===== src/design/hvd_pkg.sv =====
// Shared types and constants for the haversine distance pipeline.
// Used by every module of the block; depends on nothing.
package hvd_pkg;

	localparam int unsigned LON_W  = 29;
	localparam int unsigned LAT_W  = 28;
	localparam int unsigned DIST_W = 31;

	// Angles are degrees in Q24, trig values are Q30.
	localparam int unsigned ANG_W   = 35;
	localparam int unsigned TRIG_W  = 33;
	localparam int unsigned STEPS   = 28;
	localparam int unsigned ROOT_W  = 31;
	localparam int unsigned RAD_W   = 61;
	localparam int unsigned SQ_STEPS = 31;

	localparam logic signed [ANG_W-1:0] TURN_Q24    = 35'sd6039797760;
	localparam logic signed [ANG_W-1:0] HALF_Q24    = 35'sd3019898880;
	localparam logic signed [ANG_W-1:0] QUARTER_Q24 = 35'sd1509949440;
	localparam logic signed [TRIG_W-1:0] INV_GAIN_Q30 = 33'sd652032874;
	localparam logic [30:0] ONE_Q30 = 31'd1073741824;
	localparam logic [31:0] KM_PER_DEG_Q24 = 32'd3731082605;

	localparam logic signed [TRIG_W-1:0] ATAN_Q24 [0:STEPS-1] = '{
		33'sd754974720, 33'sd445687602, 33'sd235489088, 33'sd119537938,
		33'sd60000934, 33'sd30029717, 33'sd15018523, 33'sd7509720,
		33'sd3754917, 33'sd1877466, 33'sd938734, 33'sd469367,
		33'sd234684, 33'sd117342, 33'sd58671, 33'sd29335,
		33'sd14668, 33'sd7334, 33'sd3667, 33'sd1833,
		33'sd917, 33'sd458, 33'sd229, 33'sd115,
		33'sd57, 33'sd29, 33'sd14, 33'sd7
	};

	typedef struct packed {
		logic signed [LON_W-1:0] point_lon;
		logic signed [LAT_W-1:0] point_lat;
		logic                    last_point;
	} point_t;

	typedef struct packed {
		logic [DIST_W-1:0] distance;
		logic              last_distance;
	} result_t;

	// Control that travels with each word down the pipeline.
	typedef struct packed {
		logic vld;
		logic last;
	} tag_t;

endpackage


===== src/design/hvd_isqrt.sv =====
// Pipelined integer square root, one result bit per stage, floor.
// Uses hvd_pkg for widths and the tag type.
module hvd_isqrt (
	input  logic                              clk,
	input  logic                              arst_n,
	input  logic                              en,
	input  hvd_pkg::tag_t                     tag_i,
	input  logic [hvd_pkg::RAD_W-1:0]         rad,
	output hvd_pkg::tag_t                     tag_o,
	output logic [hvd_pkg::ROOT_W-1:0]        root
);
	localparam int unsigned N  = hvd_pkg::SQ_STEPS;
	localparam int unsigned RW = hvd_pkg::RAD_W + 1;

	logic [hvd_pkg::RAD_W-1:0] v_s [0:N];
	logic [RW-1:0]             r_s [0:N];
	hvd_pkg::tag_t             tag_s [0:N];

	assign v_s[0]   = rad;
	assign r_s[0]   = '0;
	assign tag_s[0] = tag_i;

	for (genvar k = 0; k < N; k++) begin : g_bit
		localparam logic [RW-1:0] BIT = RW'(1) << (2 * (N - 1 - k));
		logic [RW:0] trial;

		assign trial = {1'b0, r_s[k]} + {1'b0, BIT};

		always_ff @(posedge clk or negedge arst_n) begin
			if (!arst_n) begin
				tag_s[k+1] <= '0;
			end else if (en) begin
				tag_s[k+1] <= tag_s[k];
			end
		end

		always_ff @(posedge clk) begin
			if (en) begin
				if ({2'b00, v_s[k]} >= trial) begin
					v_s[k+1] <= v_s[k] - trial[hvd_pkg::RAD_W-1:0];
					r_s[k+1] <= (r_s[k] >> 1) + BIT;
				end else begin
					v_s[k+1] <= v_s[k];
					r_s[k+1] <= r_s[k] >> 1;
				end
			end
		end
	end

	assign tag_o = tag_s[N];
	assign root  = r_s[N][hvd_pkg::ROOT_W-1:0];

endmodule


===== config.mk =====
export PLATFORM = sky130hd
export DESIGN_NAME = hvd_isqrt
export DESIGN_NICKNAME = d
export VERILOG_FILES = /design/src/design/hvd_pkg.sv /design/src/design/hvd_isqrt.sv
export SDC_FILE = /design/constraint.sdc
export NUM_CORES = 2
export LEC_CHECK = 0
export ABC_CLOCK_PERIOD_IN_PS = 5400
export BUFFER_PORTS_ARGS = -buffer_cell sky130_fd_sc_hd__buf_2
export CORE_MARGIN = 2
export CORE_UTILIZATION = 60
export CTS_CLUSTER_SIZE = 40
export DETAILED_ROUTE_END_ITERATION = 12
export PLACE_DENSITY = 0.76
export SLEW_MARGIN = 40
export SYNTH_ARGS = -nofsm -noshare
export SYNTH_HDL_FRONTEND = slang
export SYNTH_SLANG_ARGS = --single-unit

===== constraint.sdc =====
create_clock -name clk -period 5.4 [get_ports clk]
set_clock_uncertainty 0.05 [all_clocks]
set_input_delay 0.81 -clock clk [delete_from_list [all_inputs] [get_ports clk]]
set_output_delay 0.81 -clock clk [all_outputs]
set_load 0.005 [all_outputs]

Word level (Yosys, flattened, before mapping)
Cells that the tools add are included.

Output and inout port bits: 33. Bits in registers: 3783. Word-level logic and storage cells: 334.

Magnitude comparators: 31. $add $sub $neg: 90. Multiplexer cells: 61.

Operators by type and width (number): $mux W61 (60); $ge A61 B63 Y1 (30); $sub A61 B61 Y61 (29); $add A62 B1 Y63 const B (1); $add A62 B11 Y63 const B (1); $add A62 B13 Y63 const B (1); $add A62 B15 Y63 const B (1); $add A62 B17 Y63 const B (1); $add A62 B19 Y63 const B (1); $add A62 B21 Y63 const B (1); $add A62 B23 Y63 const B (1); $add A62 B25 Y63 const B (1); $add A62 B27 Y63 const B (1); $add A62 B29 Y63 const B (1); $add A62 B3 Y63 const B (1); $add A62 B31 Y63 const B (1); $add A62 B33 Y63 const B (1); $add A62 B35 Y63 const B (1); $add A62 B37 Y63 const B (1); $add A62 B39 Y63 const B (1); $add A62 B41 Y63 const B (1); $add A62 B43 Y63 const B (1); $add A62 B45 Y63 const B (1); $add A62 B47 Y63 const B (1); other kinds (42) (42).

Depth between registers and ports, before layout
Word-level depth: 3. Mapped depth: 14.

Least setup slack after synthesis
OpenSTA, ideal clock, no wires.

Kind: reg-to-reg. Start: reg v_s[385] (netlist bit). End: reg v_s[364] (netlist bit), data pin. Path buffers: 1. Library setup time: 0.267 ns. Arrival: 3.190 ns. Period minus slack after synthesis: 3.507 ns. Cell stages (with the launch flop): 13. Setup slack: 1.893 ns. Cells stage by stage: edfxtp_1 ha_1 a21oi_2 a21oi_1 a211oi_1 a31oi_1 a31oi_4 nor3_1 or4_1 buf_2 or4_4 nor4b_2 xor2_1.

Word-level cells in the longest chain between the ends: 2.

RTL lines: from (decl) (RTL line hvd_isqrt.sv:15) `logic [hvd_pkg::RAD_W-1:0] v_s [0:N];`; from (signal, indexed assignment) (RTL line hvd_isqrt.sv:40) `v_s[k+1] <= v_s[k] - trial[hvd_pkg::RAD_W-1:0];`; from (signal, indexed assignment) (RTL line hvd_isqrt.sv:43) `v_s[k+1] <= v_s[k];`; $sub A61 B61 Y61 / $ge A61 B63 Y1 (equally long branches) (RTL line hvd_isqrt.sv:40, hvd_isqrt.sv:39); $mux W61 (*) (RTL line hvd_isqrt.sv:39) `if ({2'b00, v_s[k]} >= trial) begin`.

Mark *: on every way between the ends. The rest lies on a longest branch, timed or not. A chain may end at the register's enable or synchronous reset.

Worst setup path in the final report
Start: reg v_s[190] (netlist bit). End: reg v_s[163] (netlist bit), data pin.

Same word-level chain as after synthesis.

==> flow_summary.yaml <==
timing:
  slew-limit-headroom_pct: 38.2
  fin_crit_sh_pct: 86.8
  fmax_mhz: 213
  report.final.slew_viol_count: 0
  fin_setup_tns_ns: 0
  shortest_clock_period_the_worst_path_allows_after_layout_ns: 4.69
  timing.final.hold_violations: 0
  grt_setup_unrepaired: "no"
  tightest_slew_ns: 0.918
  setup_violations: 0
clock_network:
  cts_repair_resize_count: 0
  cts_made_buffers: 237
  clock_path_buffers: 3
  tritoncts: "built"
  clock_sink_count: 2388
  clock_latency_ns: 0.98
  cts-root-buf: "clkbuf_16"
  cts.clk_slew.worst_paths_ns: 0.06
  h-tree-depth: 4
synthesis:
  yosys-top-cells-area: "edfxtp_1 62%, ha_1 5.8%, xnor2_1 3.2%"
  yosys.area.top_type_share_pct: 61.7
  synthDominantAreaCellType: "edfxtp_1"
  primary_flip_flop_cell_chosen_by_synthesis_mapping: "edfxtp_1"
  synth.yosys.seq_area_share_pct: 63.0
  synth.ff_latch_count: 2388
  async_flop_share_pct: 2.60
  post_synth_inst_count: 8890
  nets_in_the_synthesized_netlist: 9479
  edff_count_synth: 2326
  synth_cell_type_count: 95
  yosys_warnings: 0
  synthesis.area_per_instance_um2: 12.7
  post_synth_design_cell_area_mm2: 0.113
global_routing:
  grt_first_pass_wirelength_um: 404000
  globalRouteTotalUtil_pct: 27.1
  grt_antenna_before_repair: 8
  grt_overflow: 0
  grt_pass1_vias: 72300
  largest_net_degree_at_the_start_of_global_routing: 167
hold_path:
  hold_path.startpoint: "tag_i[1]"
  min-delay-path-class: "in -> reg"
floorplanning:
  initial_cell_density_of_the_core_pct: 60.4
  floorplan.io_pins: 99
  die_w_um: 438
  die_area_mm2: 0.192
  floorplan.die.height_um: 438
  placementRows: 159
  fp.coreArea_mm2: 0.188
setup_path:
  timing.critical_path.fanout_max: 5
  ff_to_ff_start: "v_s[190]"
  worst_setup_path_startpoint: "v_s[190]"
  required_ns: 5.94
  timing.setup.critical_path_class: "reg -> reg"
  end_kind: "flip-flop"
  critical_path.startpoint_type: "flip-flop"
  crit_arrival_ns: 5.23
  cp_cell_sequence: "ha_1 -> nor3_1 -> a211oi_1 -> a221oi_1 -> o21ai_0 -> a2111oi_0 -> buf_4 -> o31ai_1 -> a21oi_1 -> nor4b_1 -> xor2_1"
  slowest_stage: "a221oi_1"
  timing.critical_path.slowest_cell_delay_ns: 0.62
drt:
  wl_per_cell_um: 22.0
  wl_um: 262000
  overall_via_count_from_detail_route: 72000
  drt_pass1_iterations: 8
  drtAntennaViolNets: 0
  route.detailed.drc: 0
  avgViaCountPerCell: 6.05
  drt_iter0_markers: 5977
power_and_ir_drop:
  p_leak_nw: 48.1
  vdd.ir_drop.worst_mv: 0.378
  power.density_cell_area_mw_per_mm2: 436
layout:
  area.sequential_mm2: 0.0714
  layout.filler_cells: 12900
  final_cells: 11900
  final_cell_utilization_of_the_core_pct: 67.4
  final_layout_size_suffix_gt1_share_pct: 8.66
  design.final.nets: 9786
  area_delta_synth_final_pct: 11.7
  multiInputGateArea_mm2: 0.0389
outcome:
  run_status: "finished clean"
flow_run:
  drv_cap: 0
placed_design:
  portBuffers: 98
  dp_hpwl_um: 191000
  placedCellCount: 11400
  gp_weighted_congestion: 0.985
==> cell families after synthesis <==
kind of cell | synth area share, %
muxes | 1.54
xor gates and xnor gates | 6.16
DFF | 63.0
adders and majority gates | 5.78
AOI/OAI and AO/OA | 9.20
and+or+nand+nor | 11.5
other | 0.00331
buffers and inverters | 2.80
==> report_power, final <==
| part | switching [W] | internal, W |
|---|---|---|
| logic | 0.00699 | 0.00497 |
| clock network | 0.00730 | 0.0103 |
| registers | 0.00196 | 0.0237 |
==> registers in the layout (all words and copies together) (netlist names) <==
register and flops:
tag_o 2, root 31, v_s 1830, r_s 465
tag_s 60
==> Yosys cell counts, types with 23 or more instances <==
cell type	instances
a211oi_1	42
a21o_1	237
a21oi_1	574
a31oi_1	32
and2_1	24
and3_1	38
buf_2	23
clkbuf_1	138
dfrtp_1	62
edfxtp_1	2326
ha_1	523
inv_1	653
mux2_2	143
nand2_1	551
nand2b_1	98
nand3_1	130
nand4_1	130
nor2_1	568
nor2b_1	76
nor3_1	216
nor4_1	309
nor4b_1	48
o211ai_1	23
o21a_1	99
o21ai_0	410
o21bai_1	49
o31ai_1	30
or2_2	30
or3_1	96
or4_1	67
xnor2_1	420
xor2_1	376
==> metal layers <==
layer / routed length, um / GRT usage, %
met1: 96200 / 30.8
met2: 138000 / 49.5
met3: 15100 / 4.17
met4: 13100 / 13.1
met5: 0 / 0
==> critical path, delay by kind of cell (launching register included) <==
kind / cells / cell delay, ns
AOI/OAI and AO/OA: 6 / 2.32
and+or+nand+nor: 2 / 0.82
DFF: 1 / 0.40
adders and majority gates: 1 / 0.38
buffers and inverters: 1 / 0.25
xor gates and xnor gates: 1 / 0.13
==> metrics by stage <==
stage | area [um2] | hold WS (ns) | total power, W | setup WS (ns)
2_1_floorplan | 113000 | 0.367 | 0.0338 | 1.89
3_3_place_gp | 117000 | 0.379 | 0.0373 | 0.719
3_5_place_dp | 117000 | 0.376 | 0.0376 | 0.917
4_1_cts | 126000 | 0.00726 | 0.0552 | 0.883
5_1_grt | 126000 | 0.108 | 0.0576 | 0.596
6_report | 126000 | 0.155 | 0.0552 | 0.710
==> cell type report <==
class,instances,area share [%]
clock buffers,265,4.80
flip-flops and latches,2388,56.5
multi-input cells,5668,30.8
well taps,2495,2.47
repair buffers,248,1.63
inverters,654,1.94
clock inverters,184,1.91
diodes,3,0.00594
==> path summary, 6_finish.rpt <==
path | end | slack [ns] | cells past startpoint
max | v_s[163] | 0.71 | 11
min | tag_s[61] | 0.16 | 2
max reg2reg | v_s[163] | 0.71 | 11
min reg2reg | v_s[793] | 0.30 | 0
max in group asynchronous | tag_s[37] | 4.42 | 3
min in group asynchronous | tag_o[0] | 0.48 | 3
==> repair_timing <==
action / in CTS / in global routing
buffers inserted: 0 / 0
hold buffers: 61 / 1
hold endpoints to repair: 61 / 62
==> layout by cell type (no fill, tap or decap), drive strengths merged, types with 51 or more instances in the layout <==
cell and instances:
xnor2 420, edfxtp 2326, nand4 130, nand2b 98, nor4b 51, nor2 568
nand3 130, a21o 237, nor4 311, dfrtp 62, a21oi 575, or4 71
nand2 551, o21a 99, mux2 143, buf 186, nor2b 76, nor3 217
ha 523, or3 97, clkinv 120, inv 654, o21ai 417, xor2 376
dlygate4sd3 62, clkbuf 265
(Power assumes the default switching activity.)
